File: src/third_order_kernel_filter_assert.svh
// Assertion macros used by the filter's top-level RTL file.
// Each macro expects signals named clk and arst_n in the scope of use.
`ifndef THIRD_ORDER_KERNEL_FILTER_ASSERT_SVH
`define THIRD_ORDER_KERNEL_FILTER_ASSERT_SVH

// Same-cycle implication, disabled while reset is asserted.
`define TOKF_ASSERT_IMPL(lbl, ante, cons) \
	lbl: assert property (@(posedge clk) disable iff (!arst_n) (ante) |-> (cons)) \
		else $error("filter assertion failed: same-cycle implication");

// Next-cycle implication, disabled while reset is asserted.
`define TOKF_ASSERT_NEXT(lbl, ante, cons) \
	lbl: assert property (@(posedge clk) disable iff (!arst_n) (ante) |=> (cons)) \
		else $error("filter assertion failed: next-cycle implication");

`endif

File: src/tokf_pkg.sv
`default_nettype none

package tokf_pkg;

	localparam int MAX_LAGS    = 16;
	localparam int SAMPLE_BITS = 16;
	localparam int CUBE_SIZE   = MAX_LAGS * MAX_LAGS * MAX_LAGS;

	localparam int SMP_W   = 16;
	localparam int IDX_W   = 12;
	localparam int CFG_W   = 5;
	localparam int RESP_W  = 48;
	localparam int LAG_W   = (MAX_LAGS > 1) ? $clog2(MAX_LAGS) : 1;
	localparam int LEN_W   = $clog2(MAX_LAGS + 1);
	localparam int ADDR_W  = (CUBE_SIZE > 1) ? $clog2(CUBE_SIZE) : 1;
	localparam int FILL_W  = $clog2(MAX_LAGS + 1);

	localparam int HALF_W   = 2 * SMP_W;
	localparam int PROD_W   = 2 * HALF_W;
	localparam int TRUNC_SH = 29;
	localparam int TERM_W   = PROD_W - TRUNC_SH;
	localparam int ACC_W    = TERM_W + ADDR_W + 2;

	localparam logic [1:0] CMD_SAMPLE  = 2'd0;
	localparam logic [1:0] CMD_KERNEL  = 2'd1;
	localparam logic [1:0] CMD_RESTART = 2'd2;

	localparam logic [CFG_W-1:0] WINDOW_LEN_RESET = CFG_W'(16);

	typedef struct packed {
		logic [1:0]              cmd;
		logic signed [SMP_W-1:0] sample_a;
		logic signed [SMP_W-1:0] sample_b;
		logic signed [SMP_W-1:0] sample_c;
		logic [IDX_W-1:0]        coef_index;
		logic signed [SMP_W-1:0] coef_value;
	} tokf_req_t;

	typedef struct packed {
		logic signed [RESP_W-1:0] response;
		logic                     saturated;
	} tokf_rsp_t;

	typedef struct packed {
		logic valid;
		logic first;
		logic last;
	} tokf_mac_ctrl_t;

	typedef struct packed {
		logic                     done;
		logic signed [RESP_W-1:0] response;
		logic                     saturated;
	} tokf_mac_res_t;

	// The low SAMPLE_BITS bits, taken as signed, are moved up to Q1.15.
	function automatic logic signed [SMP_W-1:0] take_sample(input logic [SMP_W-1:0] v);
		return v << (SMP_W - SAMPLE_BITS);
	endfunction

endpackage

`default_nettype wire

File: src/tokf_mac.sv
`default_nettype none

module tokf_mac
	import tokf_pkg::*;
(
	input  wire logic                    clk,
	input  wire logic                    arst_n,
	input  wire tokf_mac_ctrl_t          ctrl_s1,
	input  wire logic signed [SMP_W-1:0] k_s1,
	input  wire logic signed [SMP_W-1:0] a_s1,
	input  wire logic signed [SMP_W-1:0] b_s1,
	input  wire logic signed [SMP_W-1:0] c_s1,
	input  wire logic                    take,
	output tokf_mac_res_t                res
);

	tokf_mac_ctrl_t           ctrl_s2;
	tokf_mac_ctrl_t           ctrl_s3;
	logic signed [HALF_W-1:0] ka_s2;
	logic signed [HALF_W-1:0] bc_s2;
	logic signed [PROD_W-1:0] p_s3;
	logic signed [ACC_W-1:0]  acc_q;
	logic                     done_q;

	logic signed [TERM_W-1:0] term;
	logic signed [ACC_W-1:0]  term_ext;
	logic [ACC_W-RESP_W:0]    upper;
	logic                     clip;

	// Arithmetic shift right by 29 is the floor towards minus infinity.
	assign term     = p_s3[PROD_W-1:TRUNC_SH];
	assign term_ext = {{(ACC_W-TERM_W){term[TERM_W-1]}}, term};

	always_ff @(posedge clk or negedge arst_n) begin
		if (!arst_n) begin
			ctrl_s2 <= '0;
			ctrl_s3 <= '0;
			done_q  <= 1'b0;
		end else begin
			ctrl_s2 <= ctrl_s1;
			ctrl_s3 <= ctrl_s2;
			if (ctrl_s3.valid && ctrl_s3.last) begin
				done_q <= 1'b1;
			end else if (take) begin
				done_q <= 1'b0;
			end
		end
	end

	always_ff @(posedge clk) begin
		ka_s2 <= k_s1 * a_s1;
		bc_s2 <= b_s1 * c_s1;
		p_s3  <= ka_s2 * bc_s2;
		if (ctrl_s3.valid) begin
			acc_q <= ctrl_s3.first ? term_ext : acc_q + term_ext;
		end
	end

	// The sum fits the response when every bit above its sign equals the sign.
	assign upper = acc_q[ACC_W-1:RESP_W-1];
	assign clip  = !((&upper) || !(|upper));

	always_comb begin
		res.done      = done_q;
		res.saturated = clip;
		if (!clip) begin
			res.response = acc_q[RESP_W-1:0];
		end else if (acc_q[ACC_W-1]) begin
			res.response = {1'b1, {(RESP_W-1){1'b0}}};
		end else begin
			res.response = {1'b0, {(RESP_W-1){1'b1}}};
		end
	end

endmodule

`default_nettype wire
File: config.mk
export PLATFORM = sky130hd
export DESIGN_NAME = tokf_mac
export DESIGN_NICKNAME = d
export VERILOG_FILES = /design/src/third_order_kernel_filter_assert.svh /design/src/tokf_pkg.sv /design/src/tokf_mac.sv
export SDC_FILE = /design/constraint.sdc
export NUM_CORES = 2
export LEC_CHECK = 0
export ABC_CLOCK_PERIOD_IN_PS = 8700
export BUFFER_PORTS_ARGS = -buffer_cell sky130_fd_sc_hd__buf_2
export CORE_MARGIN = 4
export CORE_UTILIZATION = 68
export CTS_BUF_LIST = sky130_fd_sc_hd__clkbuf_4 sky130_fd_sc_hd__clkbuf_8
export DETAILED_ROUTE_END_ITERATION = 7
export GPL_ROUTABILITY_DRIVEN = 1
export GPL_TIMING_DRIVEN = 0
export PLACE_DENSITY = 0.86
export SLEW_MARGIN = 20
export SYNTH_ARGS = -nofsm -noshare
export SYNTH_HDL_FRONTEND = slang
export SYNTH_SLANG_ARGS = --single-unit
File: constraint.sdc
create_clock -name clk -period 8.7 [get_ports clk]
set_input_delay 0.87 -clock clk [delete_from_list [all_inputs] [get_ports clk]]
set_output_delay 0.87 -clock clk [all_outputs]
set_load 0.005 [all_outputs]
; Word level (Yosys, flattened, before mapping)
; Cells that the tools add are included.
[totals]
wordCells = 27
out_inout_bits = 50
reg_bits = 184
[classes]
n_reduce_logical = 7
n_addsub = 1
n_mul = 3
mux = 5
[op_table]
columns = cell, n
row1 = 2-to-1 mux 48 bit, 2
row2 = multiplier 16 x 16 -> 32 bit, 2
row3 = multiplier 32 x 32 -> 64 bit, 1
row4 = adder 49 x 35 -> 49 bit, 1
row5 = 2-to-1 mux 49 bit, 1
row6 = logical NOT 1 bit, 2
row7 = 2-to-1 mux 1 bit, 2
row8 = AND reduction 2 bit, 1
row9 = nonzero test 2 bit, 1
row10 = OR reduction 2 bit, 1
row11 = logical AND 1 bit, 1
row12 = logical OR 1 bit, 1

; Depth between registers and ports, before layout
[depth]
word_depth = 4
ltp_mapped = 30

; Worst setup path after synthesis
; Ideal clock, no wire load.
[synth_path]
path_kind = register -> register
start = register ka_s2[31]
end = register p_s3[54]
setup_slack_ps = 1018
setup_time_ps = 123
required_time_ps = 8577
t_arrival_ps = 7559
period_less_slack_ps = 7682
stages_incl_launch_ff = 27
path_cell_list = dfxtp_1 clkbuf_1 nand2_1 inv_1 fa_1 inv_1 fa_1 inv_1 fa_1 fa_1 inv_1 fa_1 inv_1 fa_1 fa_1 inv_1 fa_1 inv_1 ha_1 a21o_1 a21o_1 a21o_1 a21oi_1 inv_1 a221oi_1 o21bai_1 xor2_1
[synth_between]
elab_chain_cells = 1
[synth_lines]
columns = item, line_no
row1 = from (decl), tokf_mac.sv:19  ; logic signed [HALF_W-1:0] ka_s2;
row2 = from (signal assigned), tokf_mac.sv:51  ; ka_s2 <= k_s1 * a_s1;
row3 = multiplier 32 x 32 -> 64 bit, tokf_mac.sv:53  ; p_s3 <= ka_s2 * bc_s2;
row4 = to (signal assigned), tokf_mac.sv:53
row5 = to (decl), tokf_mac.sv:21  ; logic signed [PROD_W-1:0] p_s3;
; Every way passes these cells.
; A chain may end at the register's enable or synchronous reset.

; Worst setup path in the final report
[layout_path]
start = register bc_s2[10]
end = register p_s3[62]
[layout_between]
elab_chain_cells = 1
[layout_lines]
columns = item, line_no
row1 = from (decl), tokf_mac.sv:20  ; logic signed [HALF_W-1:0] bc_s2;
row2 = from (signal assigned), tokf_mac.sv:52  ; bc_s2 <= b_s1 * c_s1;
row3 = multiplier 32 x 32 -> 64 bit, tokf_mac.sv:53
; Every way passes these cells.

==> flow_metrics.py <==
metrics = {
    "status": {
        "status": "complete, no violations",
    },
    "clocking": {
        "clockBufferDepth": 2,
        "htreeDepth": 4,
        "cts_tree": "done",
        "cts_inserted_buffers": 17,
        "clkLatencyLatePin_ps": 600,
        "hold_buffers": 0,
        "cts_num_sinks": 155,
        "cts.reportedPaths.clkPinSlew_ps": 130,
        "root_buffer": "clkbuf_8",
    },
    "die": {
        "die_h_um": 309,
        "die_area_sq_um": 95700,
        "rows": 110,
        "placeableCoreArea_sq_um": 90000,
        "io_pins": 120,
        "start_util_pct": 68.6,
        "die_w_um": 309,
    },
    "worst_setup_path": {
        "timing.critical_path.required_ps": 9190,
        "crit_path_end_kind": "flop",
        "arrival_ps": 9090,
        "critPathKind": "reg -> reg",
        "cp-start-kind": "flop",
        "crit_fanout": 10,
    },
    "synth": {
        "synth-compound-area-share_pct": 5.34,
        "ys_async_sr_fraction_pct": 4.52,
        "ys_seq_area_share_pct": 5.87,
        "ys_warn_count": 0,
        "syn_inst": 6571,
        "synth.avg_cell_area_sq_um": 9.40,
        "synth-seq-cells": 155,
        "netlist_area_sq_um": 61800,
        "synthDistinctLibCells": 81,
        "synth_top_family_by_area": "adder cells",
        "synth_fa_ha_area_share_pct": 60.0,
        "synth_edf_count": 49,
        "yosys.area_share.simple_pct": 14.9,
        "muxShareOfSynthArea_pct": 0.140,
        "ys.flop_type": "dfxtp_1",
        "synth-xor-area-share_pct": 2.17,
        "syn_nets": 8641,
    },
    "place": {
        "io_buffer_count": 119,
        "place_area_sq_um": 63800,
        "place_congestion": 1.11,
        "dp_cells": 7866,
        "dp_hpwl_mm": 170,
    },
    "global_routing": {
        "grt_pass1_wl_mm": 309,
        "grt_max_degree": 51,
        "grt.overflow.total": 0,
        "gr-usage-all-layers_pct": 44.5,
        "antenna_found_initial": 17,
        "first_global_vias": 51700,
    },
    "timing": {
        "fin_tns_setup_ps": 0,
        "finalCriticalPeriod_ps": 8610,
        "finClkSkew_ps": 37.8,
        "relSlewSlack_pct": 11.6,
        "final_hold_viol_count": 0,
        "setup_viol": 0,
        "fmax_mhz": 116,
        "layout_worst_path_cycle_share_pct": 99.0,
        "tightest_slew_ps": 1330,
        "slew_viol_final": 0,
    },
    "finish": {
        "final_util_pct": 71.8,
        "final_common_cell": "fa_1",
        "fillers": 6725,
        "final_cell_area_sq_um": 64600,
        "layout-drive-gt1-share_pct": 4.49,
        "final_cell_mix": "fa_1 (1602), inv_1 (1591), nand2_1 (870)",
        "nets": 8801,
        "area_delta_synth_final_pct": 4.62,
        "final_cells": 7935,
    },
    "route": {
        "routed_wl_mm": 206,
        "drt_pass1_iterations": 8,
        "routedWlPerCell_um": 25.9,
        "drc": 0,
        "vias": 47900,
        "drt-vias-per-instance": 6.04,
        "drt_iter0_drc": 4991,
        "ant_nets": 0,
    },
    "run": {
        "maxCapViolCount": 0,
    },
    "hold_path": {
        "hold_path_class": "in -> async",
    },
}
-- critical path, stage by stage, from the launching register on --
cell	delay [ps]
dfxtp_1	530
clkbuf_1	900
nand2_1	290
fa_1	540
fa_1	570
fa_1	490
fa_1	550
inv_1	50
fa_1	440
fa_1	440
fa_1	540
fa_1	420
ha_1	380
and3_1	220
and4_1	270
nand4_1	160
o21ai_2	420
nand4_1	160
buf_4	210
a211oi_2	260
o21a_1	230
nor4_1	60
a311o_1	360
-- sequential cells by signal (all words and copies together) (netlist names) --
register  count
acc_q        49
ctrl_s2       3
ctrl_s3       3
ka_s2        32
done_q        1
p_s3         35
bc_s2        32
-- stage by stage --
stage / hold slack, ps / setup WS, ps
after global routing: 54.7 / -51.2
after global placement: 334 / -789
final: 96.4 / 91.1
after detailed placement: 337 / -771
after floorplan: 331 / 1020
after CTS: 68.1 / 0.384
-- worst paths after layout --
path | slack, ps | depth (start not counted) | startpoint | end
max | 90 | 22 | bc_s2[10] | p_s3[62]
min | 100 | 1 | arst_n | ctrl_s2[0]
max reg2reg | 90 | 22 | bc_s2[10] | p_s3[62]
min reg2reg | 370 | 0 | ctrl_s2[2] | ctrl_s3[2]
max in group asynchronous | 8420 | 1 | arst_n | ctrl_s3[2]
min in group clk | 370 | 0 | ctrl_s2[2] | ctrl_s3[2]
-- area by class of cell --
type | instances | area (sq um) | area share [%]
inverter | 1593 | 5990 | 9.26
clock inverter | 15 | 190 | 0.294
sequential | 155 | 3630 | 5.62
tap | 1176 | 1470 | 2.28
timing repair buffer | 141 | 761 | 1.18
antenna | 15 | 37.5 | 0.0581
clock buffer | 17 | 234 | 0.362
multi-input combinational | 4530 | 51100 | 79.0
buffer | 293 | 1250 | 1.94
-- cells in the mapped netlist, types with 48 or more instances --
library cell / number / share of area, %
clkbuf_1: 279 / 1.7
fa_1: 1606 / 52
xnor2_1: 106 / 1.5
a21oi_1: 127 / 1.0
inv_1: 1593 / 9.7
a21o_1: 124 / 1.5
nand2_1: 871 / 5.3
edfxtp_1: 49 / 2.4
dfxtp_1: 99 / 3.2
and2_1: 711 / 7.2
nor2_1: 101 / 0.61
o21ai_0: 92 / 0.75
ha_1: 394 / 8.0
nand2b_1: 48 / 0.49
-- cell families after synthesis --
kind of cell,Yosys count
adder cells (fa/ha/maj),2000
XOR/XNOR,153
AO/OA/AOI/OAI,504
AND/OR/NAND/NOR,1865
flip-flops,155
multiplexers,8
buffers and inverters,1886
-- layer usage --
metal  track usage, %  up-vias  share of wire [%]
li1                 -    19500                  -
met4             23.5       18                7.0
met2             67.7     3250                 44
met3             17.2      928                 14
met5                0        -               0.14
met1             55.7    24200                 35
-- repair_timing --
action                                  CTS  global route
hold endpoints to repair                  0             0
endpoints found under the setup margin   19            11
buffers inserted                          1            21
resized for setup                        83            30
pin swaps                                 2             3
Power is left out: the tool's default activity adds up to more than one toggle a clock period on the data nets, which glitch-free logic cannot reach.
